--- config.mk ---
export PLATFORM = sky130hd
export DESIGN_NAME = write_completion_scoreboard
export DESIGN_NICKNAME = d
export VERILOG_FILES = /design/src/hw/rtl/wcs_pkg.sv /design/src/hw/rtl/wcs_ram.sv /design/src/hw/rtl/write_completion_scoreboard.sv
export SDC_FILE = /design/constraint.sdc
export NUM_CORES = 2
export LEC_CHECK = 0
export BUFFER_PORTS_ARGS = -buffer_cell sky130_fd_sc_hd__buf_2
export CAP_MARGIN = 30
export CELL_PAD_IN_SITES_DETAIL_PLACEMENT = 1
export CELL_PAD_IN_SITES_GLOBAL_PLACEMENT = 2
export CORE_MARGIN = 8
export CORE_UTILIZATION = 49
export CTS_BUF_LIST = sky130_fd_sc_hd__clkbuf_16
export DETAILED_ROUTE_END_ITERATION = 10
export GPL_ROUTABILITY_DRIVEN = 0
export GPL_TIMING_DRIVEN = 1
export MAX_ROUTING_LAYER = met4
export PLACE_DENSITY_LB_ADDON = 0.25
export SYNTH_ARGS = -nofsm -noshare
export SYNTH_HDL_FRONTEND = slang
export SYNTH_SLANG_ARGS = --single-unit
--- constraint.sdc ---
create_clock -name clk -period 17.5 [get_ports clk]
set_input_delay 1.75 -clock clk [delete_from_list [all_inputs] [get_ports clk]]
set_output_delay 1.75 -clock clk [all_outputs]
set_load 0.05 [all_outputs]
--- src/hw/rtl/wcs_pkg.sv ---
// Shared types and constants for the write completion scoreboard.
package wcs_pkg;

	// Fixed widths of the transaction fields
	localparam int SEQ_W    = 32;
	localparam int CREDIT_W = 7;
	localparam int STATUS_W = 3;

	// Credit limit after reset and the hard ceiling on credits
	localparam int CREDIT_RESET = 32;
	localparam int CREDIT_CAP   = 64;

	typedef enum logic {
		OP_ISSUE = 1'b0,
		OP_REPLY = 1'b1
	} opcode_t;

	typedef enum logic [STATUS_W-1:0] {
		ST_OK            = 3'd0,
		ST_NO_CREDIT     = 3'd1,
		ST_DUP_BUSY      = 3'd2,
		ST_UNEXPECTED    = 3'd3,
		ST_ERROR_REPLY   = 3'd4,
		ST_STICKY_REFUSE = 3'd5
	} status_t;

	// Input transaction
	typedef struct packed {
		opcode_t          opcode;
		logic [SEQ_W-1:0] reply_sequence;
		logic             reply_apply;
		logic             reply_commit;
		logic             reply_error;
	} in_t;

	// Result transaction
	typedef struct packed {
		status_t             status;
		logic                granted;
		logic [SEQ_W-1:0]    sequence_out;
		logic                credit_returned;
		logic                entry_done;
		logic [CREDIT_W-1:0] credits_in_use;
		logic                error_latched;
	} out_t;

	// Pending flags: bit 0 apply, bit 1 commit
	typedef struct packed {
		logic             valid;
		logic [1:0]       pending;
		logic [SEQ_W-1:0] tag;
	} entry_t;

endpackage

--- src/hw/rtl/wcs_ram.sv ---
// Generic single-write, single-read RAM with registered read-first output.
module wcs_ram #(
	parameter int WIDTH = 8,
	parameter int DEPTH = 64
) (
	input  logic                     clk,
	input  logic                     we,
	input  logic [$clog2(DEPTH)-1:0] waddr,
	input  logic [WIDTH-1:0]         wdata,
	input  logic                     re,
	input  logic [$clog2(DEPTH)-1:0] raddr,
	output logic [WIDTH-1:0]         rdata
);

	logic [WIDTH-1:0] mem_q [DEPTH];

	// Storage array
	always_ff @(posedge clk) begin
		if (we) begin
			mem_q[waddr] <= wdata;
		end
	end

	// Registered read; a same-cycle write to the address returns old data
	always_ff @(posedge clk) begin
		if (re) begin
			rdata <= mem_q[raddr];
		end
	end

endmodule

--- src/hw/rtl/write_completion_scoreboard.sv ---
// Write completion scoreboard: credit-limited tracking of outstanding write requests.
//
// Accepts one transaction per cycle while results are taken, and returns exactly one result
// for each: the slot table read and the stage 1 load share the accepting edge, and the result
// register loads when stage 1 fires. A result waiting on out_ready holds the
// transaction behind it in stage 1 and stalls the input. The slot table is one RAM
// of TABLE_DEPTH entries with a registered read port; a write from the previous
// transaction to the same slot is forwarded. After reset a clearing pass walks the table
// one entry a cycle, so in_ready stays low until every entry is cleared; credit_limit
// writes are taken at any time. TABLE_DEPTH must be a power of two; the slot is the low
// bits of the sequence number.
module write_completion_scoreboard #(
	parameter int TABLE_DEPTH = 64
) (
	input  logic                            clk,
	input  logic                            arst_n,
	input  logic                            in_valid,
	output logic                            in_ready,
	input  wcs_pkg::in_t                    in_data,
	output logic                            out_valid,
	input  logic                            out_ready,
	output wcs_pkg::out_t                   out_data,
	input  logic                            cfg_we,
	input  logic [wcs_pkg::CREDIT_W-1:0]    cfg_wdata
);

	import wcs_pkg::*;

	localparam int IW = $clog2(TABLE_DEPTH);
	localparam int EW = $bits(entry_t);

	// State
	logic [CREDIT_W-1:0] credit_limit_q;
	logic [SEQ_W-1:0]    next_seq_q;
	logic [CREDIT_W-1:0] in_flight_q;
	logic                sticky_error_q;
	logic                clr_active_q;
	logic [IW-1:0]       clr_idx_q;

	// Stage 1 (table read) and result register
	logic                item_vld_s1;
	in_t                 item_s1;
	logic [IW-1:0]       slot_s1;
	logic                fwd_hit_s1;
	entry_t              fwd_entry_s1;
	logic                out_vld_q;
	out_t                out_data_q;

	// Handshake and table access
	logic                accept;
	logic                s1_fire;
	logic [IW-1:0]       rd_slot;
	logic                ram_we;
	logic [IW-1:0]       ram_waddr;
	entry_t              ram_wentry;
	logic [EW-1:0]       ram_rdata;

	// Stage 1 decision
	entry_t              entry;
	logic [CREDIT_W-1:0] eff_limit;
	logic                grant;
	logic                credit;
	logic                tbl_we;
	entry_t              tbl_entry;
	logic [1:0]          matched;
	logic [1:0]          pending_nxt;
	logic                sticky_nxt;
	logic [CREDIT_W-1:0] in_flight_nxt;
	out_t                res;

	assign s1_fire  = item_vld_s1 && (!out_vld_q || out_ready);
	assign in_ready = !clr_active_q && (!item_vld_s1 || s1_fire);
	assign accept   = in_valid && in_ready;

	// Slot of the arriving transaction; an issue follows a grant now leaving stage 1
	always_comb begin
		if (in_data.opcode == OP_ISSUE) begin
			rd_slot = next_seq_q[IW-1:0] + IW'(s1_fire && grant);
		end else begin
			rd_slot = in_data.reply_sequence[IW-1:0];
		end
	end

	// Table write port: clearing pass or stage 1 update
	always_comb begin
		if (clr_active_q) begin
			ram_we     = 1'b1;
			ram_waddr  = clr_idx_q;
			ram_wentry = '0;
		end else begin
			ram_we     = s1_fire && tbl_we;
			ram_waddr  = slot_s1;
			ram_wentry = tbl_entry;
		end
	end

	wcs_ram #(
		.WIDTH (EW),
		.DEPTH (TABLE_DEPTH)
	) u_slot_ram (
		.clk   (clk),
		.we    (ram_we),
		.waddr (ram_waddr),
		.wdata (ram_wentry),
		.re    (accept),
		.raddr (rd_slot),
		.rdata (ram_rdata)
	);

	// Entry seen by stage 1, with forwarding of the write made at its read
	assign entry     = fwd_hit_s1 ? fwd_entry_s1 : entry_t'(ram_rdata);
	assign eff_limit = (credit_limit_q > CREDIT_W'(CREDIT_CAP)) ?
		CREDIT_W'(CREDIT_CAP) : credit_limit_q;

	// Issue / reply evaluation
	always_comb begin
		grant         = 1'b0;
		credit        = 1'b0;
		tbl_we        = 1'b0;
		tbl_entry     = entry;
		matched       = '0;
		pending_nxt   = entry.pending;
		sticky_nxt    = sticky_error_q;
		in_flight_nxt = in_flight_q;
		res           = '0;
		res.status    = ST_OK;

		if (item_s1.opcode == OP_ISSUE) begin
			res.sequence_out = next_seq_q;
			if (sticky_error_q) begin
				res.status = ST_STICKY_REFUSE;
			end else if (in_flight_q >= eff_limit) begin
				res.status = ST_NO_CREDIT;
			end else if (entry.valid) begin
				res.status = ST_DUP_BUSY;
			end else begin
				grant             = 1'b1;
				tbl_we            = 1'b1;
				tbl_entry.valid   = 1'b1;
				tbl_entry.pending = 2'b11;
				tbl_entry.tag     = next_seq_q;
				in_flight_nxt     = in_flight_q + CREDIT_W'(1);
			end
		end else if (item_s1.reply_error) begin
			res.sequence_out = item_s1.reply_sequence;
			res.status       = ST_ERROR_REPLY;
			sticky_nxt       = 1'b1;
			credit           = (in_flight_q != '0);
		end else begin
			res.sequence_out = item_s1.reply_sequence;
			if (!entry.valid || entry.tag != item_s1.reply_sequence) begin
				res.status = ST_UNEXPECTED;
			end else begin
				matched           = entry.pending &
					{item_s1.reply_commit, item_s1.reply_apply};
				credit            = matched[0] && (in_flight_q != '0);
				pending_nxt       = entry.pending & ~matched;
				tbl_we            = 1'b1;
				tbl_entry.pending = pending_nxt;
				tbl_entry.valid   = (pending_nxt != 2'b00);
				res.entry_done    = (pending_nxt == 2'b00);
			end
		end

		if (credit) begin
			in_flight_nxt = in_flight_q - CREDIT_W'(1);
		end

		res.granted         = grant;
		res.credit_returned = credit;
		res.credits_in_use  = in_flight_nxt;
		res.error_latched   = sticky_nxt;
	end

	// Configuration register
	always_ff @(posedge clk or negedge arst_n) begin
		if (!arst_n) begin
			credit_limit_q <= CREDIT_W'(CREDIT_RESET);
		end else if (cfg_we) begin
			credit_limit_q <= cfg_wdata;
		end
	end

	// Clearing pass over the slot table after reset
	always_ff @(posedge clk or negedge arst_n) begin
		if (!arst_n) begin
			clr_active_q <= 1'b1;
			clr_idx_q    <= '0;
		end else if (clr_active_q) begin
			clr_idx_q <= clr_idx_q + IW'(1);
			if (clr_idx_q == IW'(TABLE_DEPTH - 1)) begin
				clr_active_q <= 1'b0;
			end
		end
	end

	// Scoreboard counters and sticky error
	always_ff @(posedge clk or negedge arst_n) begin
		if (!arst_n) begin
			next_seq_q     <= '0;
			in_flight_q    <= '0;
			sticky_error_q <= 1'b0;
		end else if (s1_fire) begin
			next_seq_q     <= next_seq_q + SEQ_W'(grant);
			in_flight_q    <= in_flight_nxt;
			sticky_error_q <= sticky_nxt;
		end
	end

	// Stage 1 control
	always_ff @(posedge clk or negedge arst_n) begin
		if (!arst_n) begin
			item_vld_s1 <= 1'b0;
		end else if (accept) begin
			item_vld_s1 <= 1'b1;
		end else if (s1_fire) begin
			item_vld_s1 <= 1'b0;
		end
	end

	// Stage 1 payload and forwarding capture
	always_ff @(posedge clk) begin
		if (accept) begin
			item_s1      <= in_data;
			slot_s1      <= rd_slot;
			fwd_hit_s1   <= ram_we && (ram_waddr == rd_slot);
			fwd_entry_s1 <= ram_wentry;
		end
	end

	// Result register
	always_ff @(posedge clk or negedge arst_n) begin
		if (!arst_n) begin
			out_vld_q <= 1'b0;
		end else if (s1_fire) begin
			out_vld_q <= 1'b1;
		end else if (out_ready) begin
			out_vld_q <= 1'b0;
		end
	end

	always_ff @(posedge clk) begin
		if (s1_fire) begin
			out_data_q <= res;
		end
	end

	assign out_valid = out_vld_q;
	assign out_data  = out_data_q;

	// Credits held never exceed the hard ceiling
	a_credit_cap: assert property (@(posedge clk) disable iff (!arst_n)
		in_flight_q <= CREDIT_W'(CREDIT_CAP))
		else $error("credits in use above ceiling");

	// Sticky error only clears through reset
	a_sticky_holds: assert property (@(posedge clk) disable iff (!arst_n)
		!$fell(sticky_error_q))
		else $error("sticky error dropped");

	// A grant advances the sequence by exactly one
	a_seq_advance: assert property (@(posedge clk) disable iff (!arst_n)
		s1_fire && grant |=> next_seq_q == $past(next_seq_q) + SEQ_W'(1))
		else $error("sequence did not advance on grant");

	// A granted result always holds at least one credit
	a_grant_credit: assert property (@(posedge clk) disable iff (!arst_n)
		out_vld_q && out_data_q.granted |-> out_data_q.credits_in_use != '0)
		else $error("grant reported with no credit held");

	// Entry completion only comes from a clean reply
	a_done_reply: assert property (@(posedge clk) disable iff (!arst_n)
		out_vld_q && out_data_q.entry_done |->
		out_data_q.status == ST_OK && !out_data_q.granted)
		else $error("entry done on a non-reply result");

	// No transaction enters while the table is being cleared
	a_no_accept_clear: assert property (@(posedge clk) disable iff (!arst_n)
		clr_active_q |-> !item_vld_s1 && !out_vld_q)
		else $error("transaction in flight during table clear");

endmodule
==> results_dict.tcl <==
set metrics [dict create \
    clock_skew_ns 0.0670 \
    syn_area_um2 98200 \
    p_per_area_nw_per_um2 118 \
    cts.sinks 2455 \
    wl_per_cell_um 31.2 \
    period_minus_slack_ns 8.43 \
    synth_nets 7471 \
    stdcell_area_um2 111000 \
    crit_type "reg -> reg" \
    drt_iter0_drc 8334 \
    rows 164 \
    synth_area_per_cell_um2 13.3 \
    antenna_found_initial 22 \
    vias 65358 \
    yosysTopAreaCell "edfxtp_1" \
    dp_cells 9845 \
    clkLatencyLatePin_ns 0.92 \
    post-route-period-util_pct 48.2 \
    grt_pass1_wl_um 463000 \
    drt_wl_total_um 322000 \
    setup_violations 0 \
    rsz0062_at_grt "no" \
    yosysSeqAreaShare_pct 74.8 \
    clk_pin_slew_ns 0.05 \
    required_ns 18.21 \
    slew_headroom_pct 21.5 \
    fmax_mhz 119 \
    grt_pass1_vias 66719 \
    static-leakage-power_nw 38.3 \
    netlist_instances 7409 \
    worstHoldPathType "reg -> reg" \
    drv_cap 0 \
    final_hold_viol_count 0 \
    dp_hpwl_um 170000 \
    dieArea_um2 215000 \
    grt_overflow_total 0 \
    numCtsBuffers 276 \
    io_pins 96 \
    area_growth_pct 12.9 \
    run_status "finished, final reports clean" \
    finalWorstSetupSlack_ns 9.07 \
    dpl_cell_area_um2 103000 \
    cts_hold_buf 0 \
    crit_fanout 74 \
    tns_ns 0 \
    netlist_top_cells_area "edfxtp_1, nand2_1, a311oi_1, nand3_1, and3_1" \
    fin_cells 10310 \
    dp_worst_setup_slack_ns 9.08 \
    port_buffers 95 \
    wl_met3_um 27200 \
    core-area_um2 199000 \
    startpoint_type "flip-flop" \
    peakVddDrop_v 0.000104 \
    synthArstFlopShare_pct 2.28 \
    yosysUniqueCellTypes 60 \
    synth-edff-count 2399 \
    ys_warn_count 0 \
    vias_per_cell 6.34 \
    drt_first_pass_iters 5 \
    htreeDepth 5 \
    cts-root-buf "clkbuf_16" \
    top_layer "met4" \
    drive_gt1_share_pct 10.8 \
    die_h_um 464 \
    drt-met1-wl_um 130000 \
    drc 0 \
    ant_nets 0 \
    grt_usage_pct 29.8 \
    end_kind "flip-flop" \
    grt_max_degree 197 \
    ys_ff_latch 2455 \
    layout.nets 7532 \
    max_slew.worst_pin.slew_ns 1.14 \
    cts_tree "yes" \
    slew_viol_final 0 \
    clock_path_buffers 4 \
    yosys.area.top_type_share_pct 73.3 \
    synthFlopType "edfxtp_1" \
    die-width_um 464 \
    holdWs_ns 0.517 \
    met2_length_um 150000 \
    start_util_pct 49.3 \
    crit_arrival_ns 9.15 \
    post_cts_buffers 0 \
    cts_resized 0 \
]
==> synthesized netlist by cell type, types with 3 or more instances <==
master	count
clkbuf_1	460
dfrtp_1	54
ha_1	14
nor2_1	57
buf_2	25
xor2_1	13
nand2b_1	6
nor4_2	3
nand2_1	2290
edfxtp_1	2399
nand4_1	15
a21oi_1	149
xnor2_1	68
a211oi_1	138
or3_1	3
o22ai_1	4
o21ai_0	11
nor2b_1	4
and3_1	287
buf_1	38
o2bb2ai_1	4
a311oi_1	420
mux2i_2	3
nor4_1	8
o21ai_1	4
mux2i_1	38
a31oi_1	140
nand3_1	583
mux2_2	40
nor3_1	71
inv_1	20
==> state kept, by name, summed over array words and instances, names as in the netlist, 6 cells and up <==
| name | count |
|---|---|
| clr_idx_q | 6 |
| item_s1 | 36 |
| out_data | 46 |
| u_slot_ram.mem_q | 2240 |
| next_seq_q | 32 |
| slot_s1 | 6 |
| credit_limit_q | 7 |
| fwd_entry_s1 | 35 |
| in_flight_q | 7 |
| u_slot_ram.rdata | 35 |
==> final cells by class <==
class	instances	area, um2
Inverter	21	93.8
Multi-Input combinational cell	4407	23600
Fill cell	19287	88500
Timing Repair Buffer	309	2330
Clock inverter	164	891
Clock buffer	289	7230
Sequential cell	2455	73400
Tap cell	2656	3320
Antenna cell	9	22.5
==> report_power, final <==
part	switching (mW)	internal [mW]
clock network	2.26	3.07
registers	0.0588	6.65
logic	0.822	0.240
total	3.14	9.96
==> worst max-delay path, stage by stage (launching register included) <==
cell	delay (ns)
dfrtp_1	0.38
inv_1	0.17
nand2_1	0.09
ha_1	0.31
a21oi_1	0.18
o21ai_0	0.09
nor3_1	0.43
o2111ai_4	0.19
buf_4	0.36
nor2_1	0.43
ha_1	0.28
ha_1	0.27
mux2i_4	0.13
buf_4	0.53
buf_4	0.80
buf_4	0.74
buf_4	0.83
nand2_1	0.13
and3_1	0.20
a311oi_1	0.28
a31oi_1	0.12
a211oi_1	0.85
a211oi_1	0.11
a21oi_1	0.17
==> per-stage QoR <==
step                      utilization, %  power [mW]
after floorplan                        -        7.39
after global placement              51.4        7.84
after detailed placement            51.5        7.87
after CTS                           55.6        13.2
final                               55.6        13.1
after global routing                55.6        13.4
==> cells by family after synthesis <==
kind of cell,synth area share [%]
xor gates and xnor gates,0.722
and+or+nand+nor,14.5
buffers and inverters,2.15
DFF,74.8
muxes,0.911
adders and majority gates,0.178
AOI/OAI and AO/OA,6.80
==> final timing paths <==
kind,from,slack [ns],to,cells past startpoint
setup / recovery,credit_limit_q[6],9.07,u_slot_ram.rdata[8],23
hold / removal,credit_limit_q[4],0.52,credit_limit_q[4],1
setup reg to reg,credit_limit_q[6],9.07,u_slot_ram.rdata[8],23
hold reg to reg,credit_limit_q[4],0.52,credit_limit_q[4],1
max in group asynchronous,arst_n,15.85,out_valid,2
min in group asynchronous,arst_n,1.04,credit_limit_q[0],2
==> layer usage <==
metal | up-vias | track usage, %
met5 | - | -
met4 | 0 | 12.3
met3 | 676 | 4.89
met2 | 2980 | 46.0
met1 | 34037 | 39.7
li1 | 27665 | -
==> placed cells by master (no fill, tap or decap), types with 76 or more instances in the layout <==
| master | count |
|---|---|
| a211oi_1 | 95 |
| a21oi_1 | 147 |
| inv_1 | 76 |
| buf_2 | 106 |
| nand3_1 | 583 |
| a31oi_1 | 140 |
| nand2_1 | 2290 |
| buf_4 | 183 |
| clkbuf_16 | 289 |
| and3_1 | 287 |
| a311oi_1 | 420 |
| edfxtp_1 | 2399 |
(Power assumes the default switching activity.)
